===== src/mlmd_pkg.sv =====
// ----------------------------------------------------------------------------
// mlmd_pkg
// Shared types and constants of the magic/length message deframer.
// ----------------------------------------------------------------------------
package mlmd_pkg;

    localparam int HEADER_BYTES = 12;
    localparam int HDR_BITS     = HEADER_BYTES * 8;
    localparam int CNT_W        = 4;

    localparam int FIFO_DEPTH   = 4;
    localparam int FIFO_AW      = 2;

    localparam logic [1:0] KIND_HEADER = 2'd0;
    localparam logic [1:0] KIND_BODY   = 2'd1;
    localparam logic [1:0] KIND_ERROR  = 2'd2;

    typedef struct packed {
        logic [1:0]  kind;
        logic [31:0] message_type;
        logic [31:0] data;
        logic        eom;
    } mlmd_rec_t;

endpackage


===== src/mlmd_front.sv =====
// ----------------------------------------------------------------------------
// mlmd_front
// Byte parser: gathers the header, checks the magic word and turns each
// complete header, body byte and magic mismatch into a result record.
// ----------------------------------------------------------------------------
module mlmd_front
(
    input  logic               clk,
    input  logic               rst_n,
    input  logic               in_accept,
    input  logic [7:0]         stream_byte,
    input  logic               flush,
    input  logic               magic_we,
    input  logic [31:0]        magic_wdata,
    output logic               rec_valid,
    output mlmd_pkg::mlmd_rec_t rec
);
    import mlmd_pkg::*;

    localparam logic [1:0] PH_HEADER = 2'd0;
    localparam logic [1:0] PH_BODY   = 2'd1;
    localparam logic [1:0] PH_ERROR  = 2'd2;

    logic [1:0]          phase_reg, phase_next;
    logic [CNT_W-1:0]    count_reg, count_next;
    logic [31:0]         remain_reg, remain_next;
    logic [31:0]         magic_reg;
    logic [HDR_BITS-1:0] hdr_reg, hdr_next, hdr_full;

    assign hdr_full = {hdr_reg[HDR_BITS-9:0], stream_byte};

    always_comb
    begin
        phase_next  = phase_reg;
        count_next  = count_reg;
        remain_next = remain_reg;
        hdr_next    = hdr_reg;
        rec_valid   = 1'b0;
        rec         = '0;
        if (in_accept)
        begin
            if (flush)
            begin
                phase_next  = PH_HEADER;
                count_next  = '0;
                remain_next = '0;
            end
            else
            begin
                case (phase_reg)
                    PH_ERROR:
                    begin
                        phase_next = PH_ERROR;
                    end
                    PH_BODY:
                    begin
                        remain_next   = remain_reg - 32'd1;
                        rec_valid     = 1'b1;
                        rec.kind      = KIND_BODY;
                        rec.data      = {24'd0, stream_byte};
                        rec.eom       = (remain_reg == 32'd1);
                        if (remain_reg == 32'd1)
                        begin
                            phase_next = PH_HEADER;
                            count_next = '0;
                        end
                    end
                    default:
                    begin
                        phase_next = PH_HEADER;
                        hdr_next   = hdr_full;
                        if (count_reg == CNT_W'(HEADER_BYTES - 1))
                        begin
                            count_next = '0;
                            rec_valid  = 1'b1;
                            if (hdr_full[95:64] != magic_reg)
                            begin
                                phase_next = PH_ERROR;
                                rec.kind   = KIND_ERROR;
                            end
                            else
                            begin
                                rec.kind         = KIND_HEADER;
                                rec.message_type = hdr_full[63:32];
                                rec.data         = hdr_full[31:0];
                                if (hdr_full[31:0] == 32'd0)
                                begin
                                    rec.eom = 1'b1;
                                end
                                else
                                begin
                                    phase_next  = PH_BODY;
                                    remain_next = hdr_full[31:0];
                                end
                            end
                        end
                        else
                        begin
                            count_next = count_reg + CNT_W'(1);
                        end
                    end
                endcase
            end
        end
    end

    always_ff @(posedge clk or negedge rst_n)
    begin
        if (!rst_n)
        begin
            phase_reg  <= PH_HEADER;
            count_reg  <= '0;
            remain_reg <= '0;
            magic_reg  <= '0;
        end
        else
        begin
            phase_reg  <= phase_next;
            count_reg  <= count_next;
            remain_reg <= remain_next;
            if (magic_we)
            begin
                magic_reg <= magic_wdata;
            end
        end
    end

    always_ff @(posedge clk)
    begin
        hdr_reg <= hdr_next;
    end

endmodule


===== src/mlmd_fifo.sv =====
// ----------------------------------------------------------------------------
// mlmd_fifo
// Short record queue that decouples the parser from the output stage.
// ----------------------------------------------------------------------------
module mlmd_fifo
(
    input  logic                clk,
    input  logic                rst_n,
    input  logic                wr_en,
    input  mlmd_pkg::mlmd_rec_t wr_data,
    input  logic                rd_en,
    output mlmd_pkg::mlmd_rec_t rd_data,
    output logic                fifo_full,
    output logic                fifo_empty
);
    import mlmd_pkg::*;

    mlmd_rec_t          mem [FIFO_DEPTH];
    logic [FIFO_AW-1:0] wptr_reg, wptr_next;
    logic [FIFO_AW-1:0] rptr_reg, rptr_next;
    logic [FIFO_AW:0]   cnt_reg, cnt_next;

    assign fifo_full  = (cnt_reg == (FIFO_AW+1)'(FIFO_DEPTH));
    assign fifo_empty = (cnt_reg == '0);
    assign rd_data    = mem[rptr_reg];

    always_comb
    begin
        wptr_next = wr_en ? wptr_reg + FIFO_AW'(1) : wptr_reg;
        rptr_next = rd_en ? rptr_reg + FIFO_AW'(1) : rptr_reg;
        cnt_next  = cnt_reg + (FIFO_AW+1)'(wr_en) - (FIFO_AW+1)'(rd_en);
    end

    always_ff @(posedge clk or negedge rst_n)
    begin
        if (!rst_n)
        begin
            wptr_reg <= '0;
            rptr_reg <= '0;
            cnt_reg  <= '0;
        end
        else
        begin
            wptr_reg <= wptr_next;
            rptr_reg <= rptr_next;
            cnt_reg  <= cnt_next;
        end
    end

    always_ff @(posedge clk)
    begin
        if (wr_en)
        begin
            mem[wptr_reg] <= wr_data;
        end
    end

endmodule


===== src/mlmd_back.sv =====
// ----------------------------------------------------------------------------
// mlmd_back
// Output stage: takes records from the queue into a result register and
// expands them into the result fields.
// ----------------------------------------------------------------------------
module mlmd_back
(
    input  logic                clk,
    input  logic                rst_n,
    input  mlmd_pkg::mlmd_rec_t q_data,
    input  logic                q_empty,
    output logic                q_rd,
    output logic                empty,
    input  logic                pop,
    output logic [1:0]          kind,
    output logic [31:0]         message_type,
    output logic [31:0]         body_length,
    output logic [7:0]          body_byte,
    output logic                end_of_message
);
    import mlmd_pkg::*;

    mlmd_rec_t out_reg;
    logic      valid_reg, valid_next;

    assign q_rd       = !q_empty && (!valid_reg || pop);
    assign valid_next = q_rd || (valid_reg && !pop);

    always_ff @(posedge clk or negedge rst_n)
    begin
        if (!rst_n)
        begin
            valid_reg <= 1'b0;
        end
        else
        begin
            valid_reg <= valid_next;
        end
    end

    always_ff @(posedge clk)
    begin
        if (q_rd)
        begin
            out_reg <= q_data;
        end
    end

    assign empty          = !valid_reg;
    assign kind           = out_reg.kind;
    assign message_type   = (out_reg.kind == KIND_HEADER) ? out_reg.message_type : 32'd0;
    assign body_length    = (out_reg.kind == KIND_HEADER) ? out_reg.data : 32'd0;
    assign body_byte      = (out_reg.kind == KIND_BODY) ? out_reg.data[7:0] : 8'd0;
    assign end_of_message = out_reg.eom;

endmodule


===== src/magic_length_message_deframer_top.sv =====
// ----------------------------------------------------------------------------
// magic_length_message_deframer_top
// Deframes a byte stream of 12-byte headers (magic, type, length, big-endian)
// followed by length body bytes.
//
// Input side is a queue write port: a beat is taken when push is high and
// full is low. Each beat carries stream_byte and flush. A flush beat drops
// any partial header, any body in progress and any sticky magic error.
// Result side is a queue read port: the oldest result sits on the result
// ports while empty is low and leaves when pop is high.
// One byte is taken every cycle while full is low. A result passes through
// the record queue and the output register before the result ports; the
// four-entry record queue plus the output register absorb a stalled receiver,
// and full rises only when the record queue fills. A magic mismatch gives one
// error result and then silently drops bytes until a flush. The user must
// write the expected magic word through magic_we and magic_wdata only while
// the block is idle; the block does not enforce this. Reset empties both
// queues, clears the magic word and returns the parser to header collection.
// ----------------------------------------------------------------------------
module magic_length_message_deframer_top
(
    input  logic        clk,
    input  logic        rst_n,
    input  logic        push,
    output logic        full,
    input  logic [7:0]  stream_byte,
    input  logic        flush,
    output logic        empty,
    input  logic        pop,
    output logic [1:0]  kind,
    output logic [31:0] message_type,
    output logic [31:0] body_length,
    output logic [7:0]  body_byte,
    output logic        end_of_message,
    input  logic        magic_we,
    input  logic [31:0] magic_wdata
);
    import mlmd_pkg::*;

    logic      in_accept;
    logic      rec_valid;
    mlmd_rec_t rec;
    mlmd_rec_t q_data;
    logic      q_rd;
    logic      q_empty;
    logic      q_full;

    assign full      = q_full;
    assign in_accept = push && !q_full;

    mlmd_front u_front
    (
        .clk         (clk),
        .rst_n       (rst_n),
        .in_accept   (in_accept),
        .stream_byte (stream_byte),
        .flush       (flush),
        .magic_we    (magic_we),
        .magic_wdata (magic_wdata),
        .rec_valid   (rec_valid),
        .rec         (rec)
    );

    mlmd_fifo u_fifo
    (
        .clk        (clk),
        .rst_n      (rst_n),
        .wr_en      (rec_valid),
        .wr_data    (rec),
        .rd_en      (q_rd),
        .rd_data    (q_data),
        .fifo_full  (q_full),
        .fifo_empty (q_empty)
    );

    mlmd_back u_back
    (
        .clk            (clk),
        .rst_n          (rst_n),
        .q_data         (q_data),
        .q_empty        (q_empty),
        .q_rd           (q_rd),
        .empty          (empty),
        .pop            (pop),
        .kind           (kind),
        .message_type   (message_type),
        .body_length    (body_length),
        .body_byte      (body_byte),
        .end_of_message (end_of_message)
    );

endmodule


===== config.mk =====
export PLATFORM = sky130hd
export DESIGN_NAME = magic_length_message_deframer_top
export DESIGN_NICKNAME = d
export VERILOG_FILES = /design/src/mlmd_pkg.sv /design/src/mlmd_front.sv /design/src/mlmd_fifo.sv /design/src/mlmd_back.sv /design/src/magic_length_message_deframer_top.sv
export SDC_FILE = /design/constraint.sdc
export NUM_CORES = 1
export LEC_CHECK = 0
export ABC_AREA = 0
export BUFFER_PORTS_ARGS = -buffer_cell sky130_fd_sc_hd__buf_2
export CAP_MARGIN = 5
export CORE_MARGIN = 8
export CORE_UTILIZATION = 52
export DETAILED_ROUTE_END_ITERATION = 8
export GPL_TIMING_DRIVEN = 0
export MAX_ROUTING_LAYER = met4
export PLACE_DENSITY_LB_ADDON = 0.25
export SKIP_LAST_GASP = 1
export SYNTH_ARGS = -nofsm -noshare
export SYNTH_HDL_FRONTEND = slang
export SYNTH_SLANG_ARGS = --single-unit

===== constraint.sdc =====
create_clock -name clk -period 12.55 [get_ports clk]
set_clock_uncertainty 0.05 [all_clocks]
set_input_delay 0 -clock clk [delete_from_list [all_inputs] [get_ports clk]]
set_output_delay 0 -clock clk [all_outputs]
set_load 0.02 [all_outputs]

==> Flow_metrics.wiki <==
{| class="wikitable"
! Metric !! Value
|-
| Synth Cell Area || 20000 um2
|-
| RSZ-0062 raised after global routing || false
|-
| Final number of setup-violating endpoints || 0
|-
| Number of inserted filler cells in the final layout || 2812
|-
| Number of H-tree branching levels || 2
|-
| Number of vias after detailed routing || 11.0k
|-
| Via count normalized by instance count || 5.65
|-
| Hold Path Class || in2reg
|-
| Via count of the first global-routing pass || 11.4k
|-
| Cell types with the highest counts after synthesis || 423 x edfxtp_1, 140 x and2_1, 78 x dfrtp_1
|-
| Worst reg2reg path endpoint || u_fifo.mem[2][61]
|-
| Count of synthesis-stage warnings from yosys || 0
|-
| Total nets after synthesis || 1205
|-
| Count of state elements after synthesis || 501
|-
| Leakage power of the design || 8.90 nW
|-
| Gate count of the mapped netlist || 1147
|-
| Max Fclk || 271 MHz
|-
| Number of placed I/O pins || 123
|-
| Transition time of the tightest slew-check pin || 1180 ps
|-
| DR WL met2 || 21500 um
|-
| Count of cells along the worst register-to-register path || 9
|-
| Clk Latency, worst-skew pair || 570 ps
|-
| Std cell rows || 72
|-
| Remaining global-route overflow || 0
|-
| Post-synthesis sequential area ratio || 73.3%
|-
| Wire length of the first global-routing pass || 67600 um
|-
| Root buffer cell || clkbuf_16
|-
| Largest net degree at the start of global routing || 67
|-
| Most frequently used cell type in the post-synthesis netlist || edfxtp_1
|-
| TritonCTS clock tree || yes
|-
| Worst Setup SP || u_front.phase_reg[1]
|-
| Count of different cell masters after synthesis || 60
|-
| Post-layout util || 61.3%
|-
| Startpoint types || flip-flop
|-
| Ys async rst share || 15.6%
|-
| CTS Sinks || 501
|-
| Core footprint || 38300 um2
|-
| Number of resized instances in the post-cts repair step || 0
|-
| Fraction of synthesized cell area in xor and xnor cells || 1.62%
|-
| DR iter-0 viols || 797
|-
| Per-cell routed wire length || 22.7 um
|-
| Global-route usage over all layers || 20.4%
|-
| Number of flip-flops in the largest register || 268
|-
| Worst EP arrival || 3890 ps
|-
| Number of input and output port buffers inserted || 121
|-
| Buffers inserted by post-CTS timing repair || 0
|-
| Beginning of the worst register-to-register path || u_front.phase_reg[1]
|-
| Worst VDD drop || 111 uV
|-
| Multiplexer fraction of the synthesized cell area || 9.56%
|-
| Data required time of the critical path || 12750 ps
|-
| Starting Density || 52.2%
|-
| Synthesized-area fraction occupied by adder cells || 0.789%
|-
| Total Negative Setup Slacks || 0 ps
|-
| Final net count || 1435
|-
| Portion of the clock cycle consumed by the worst path in the final layout || 29.4%
|-
| Nature of the critical path endpoint || flip-flop
|-
| Worst max-slew margin expressed relative to the limit || 21.1%
|-
| Area fraction in and, or, nand and nor cells after synthesis || 9.22%
|-
| Dominant combinational cell family by area after synthesis || multiplexers
|-
| Result of the run || complete, no violations
|-
| Post-placement setup slack || 8940 ps
|-
| X dimension of the die || 212 um
|-
| Fin crit period || 3690 ps
|-
| Setup ws final || 8860 ps
|-
| CTS buffer count || 50
|-
| Post-route insts no fill || 1937
|-
| Number of detailed-routing iterations run before antenna repair || 5
|-
| Worst R2R Setup Slack || 8860 ps
|-
| HPWL after detailed placement || 28900 um
|-
| Clock buffer depth || 3
|-
| Post-synthesis to final-layout area growth || 17.4%
|-
| Cell taking the most area after synthesis || edfxtp_1
|-
| Final antenna-violating net count || 0
|-
| # placed instances || 1795
|-
| Crit path capture || u_fifo.mem[2][61]
|-
| Met3 wire len || 2100 um
|-
| Post-synth EDFFs || 423
|-
| Maximum capacitance violations || 0
|-
| Synth top area share || 63.5%
|-
| Antenna violations before repair || 2
|-
| Layout cells sized above 1 || 23.1%
|-
| CP Max Fanout || 36
|-
| Final routed wirelength across all metal layers || 43900 um
|-
| Power per standard cell area || 180 nW/um2
|-
| Mean post-synth cell area || 17.4 um2
|-
| Clock slew at the register clock pins of the worst setup and hold paths || 60 ps
|-
| Count of pins over their slew limit || 0
|-
| Power consumption || 4.22 mW
|-
| Wl on met1 || 19100 um
|-
| Max Used Layer || met4
|-
| Primary FF master, synth || edfxtp_1
|-
| Weighted congestion reported at the end of routability-driven placement || 0.936
|-
| WS Path Type || reg2reg
|-
| Area enclosed by the die boundary || 45000 um2
|-
| Die boundary height || 212 um
|-
| CTS hold repair buffers || 48
|-
| Top post-synthesis cells by area || edfxtp_1 64%, dfrtp_1 9.8%, mux4_2 7.5%, and2_1 4.4%, mux2_2 1.9%
|-
| Compound-gate portion of the synthesized area || 3.96%
|-
| Final Hold Vio Count || 0
|-
| # DRC || 0
|}
==> metal layers <==
metal	track usage [%]	vias to the layer above
met3	3.01	65
met1	27.0	5639
li1	-	4927
met2	32.6	320
met4	6.28	0
met5	-	-
==> layout make-up <==
| class | count | area (um2) | area share, % |
|---|---|---|---|
| clock inverters | 27 | 175 | 0.747 |
| clock buffers | 64 | 1330 | 5.65 |
| inverters | 18 | 70.1 | 0.299 |
| multi-input cells | 572 | 5050 | 21.5 |
| plain buffers | 56 | 241 | 1.03 |
| diodes | 3 | 7.51 | 0.0320 |
| well taps | 518 | 648 | 2.76 |
| flip-flops and latches | 501 | 14700 | 62.5 |
| repair buffers | 178 | 1300 | 5.52 |
==> cell usage in the layout (no fill, tap or decap), types with 5 or more instances in the layout <==
cell type | Yosys | routed
a21oi_1 | 12 | 11
a22oi_1 | 8 | 8
a31oi_1 | 9 | 9
and2_1 | 140 | 136
and3_1 | 6 | 6
buf_1 | 6 | 6
buf_12 | 0 | 5
buf_2 | 1 | 121
clkbuf_1 | 44 | 57
clkbuf_16 | 0 | 51
clkinv_1 | 0 | 11
clkinv_2 | 0 | 10
dfrtp_1 | 78 | 78
dlygate4sd3_1 | 0 | 47
edfxtp_1 | 423 | 423
ha_1 | 11 | 11
inv_1 | 18 | 17
mux2_2 | 33 | 33
mux4_2 | 67 | 67
nand2_1 | 27 | 27
nand3_1 | 28 | 28
nand4_1 | 6 | 6
nor2_1 | 24 | 24
nor3_1 | 14 | 14
nor3b_1 | 6 | 6
nor4_1 | 24 | 24
o211ai_1 | 6 | 6
o21ai_0 | 24 | 24
o2bb2ai_1 | 13 | 13
o31ai_1 | 15 | 15
or3_1 | 6 | 6
xor2_1 | 33 | 33
==> critical path: stages, from the launching register on <==
cell and delay (ps):
dfrtp_1 400, inv_1 60, ha_1 120, clkbuf_1 350, nand2_1 360, nor2_1 480
nor2_1 120, nor2_1 460, and2_4 620, buf_12 310
==> through the flow <==
| step | cell area, um2 | hold WS (ps) |
|---|---|---|
| after floorplan | 20000 | -346 |
| after global placement | 21200 | 156 |
| after detailed placement | 21500 | -60.4 |
| after CTS | 23500 | 109 |
| after global routing | 23500 | 146 |
| final | 23500 | 132 |
==> how the worst min path moves through the flow <==
stage               startpoint                    end  slack, ps  cells past startpoint
2_1_floorplan            rst_n       u_back.valid_reg       -350                      0
3_3_place_gp               pop       u_back.valid_reg        160                      2
3_5_place_dp             rst_n       u_back.valid_reg        -60                      1
4_1_cts                    pop       u_back.valid_reg        110                      3
5_1_grt        magic_wdata[10]  u_front.magic_reg[10]        150                      3
6_report                   pop       u_back.valid_reg        130                      3
==> logic make-up after synthesis <==
family / count (synthesis)
DFF: 501
and+or+nand+nor: 309
AOI/OAI and AO/OA: 111
muxes: 103
buffers and inverters: 74
xor gates and xnor gates: 37
adders and majority gates: 12
==> report_power, final <==
group / total [mW] / switching (mW) / internal, mW
registers: 2.06 / 0.0989 / 1.96
logic: 0.787 / 0.486 / 0.302
clock network: 1.37 / 0.604 / 0.769
(Power assumes the default switching activity.)
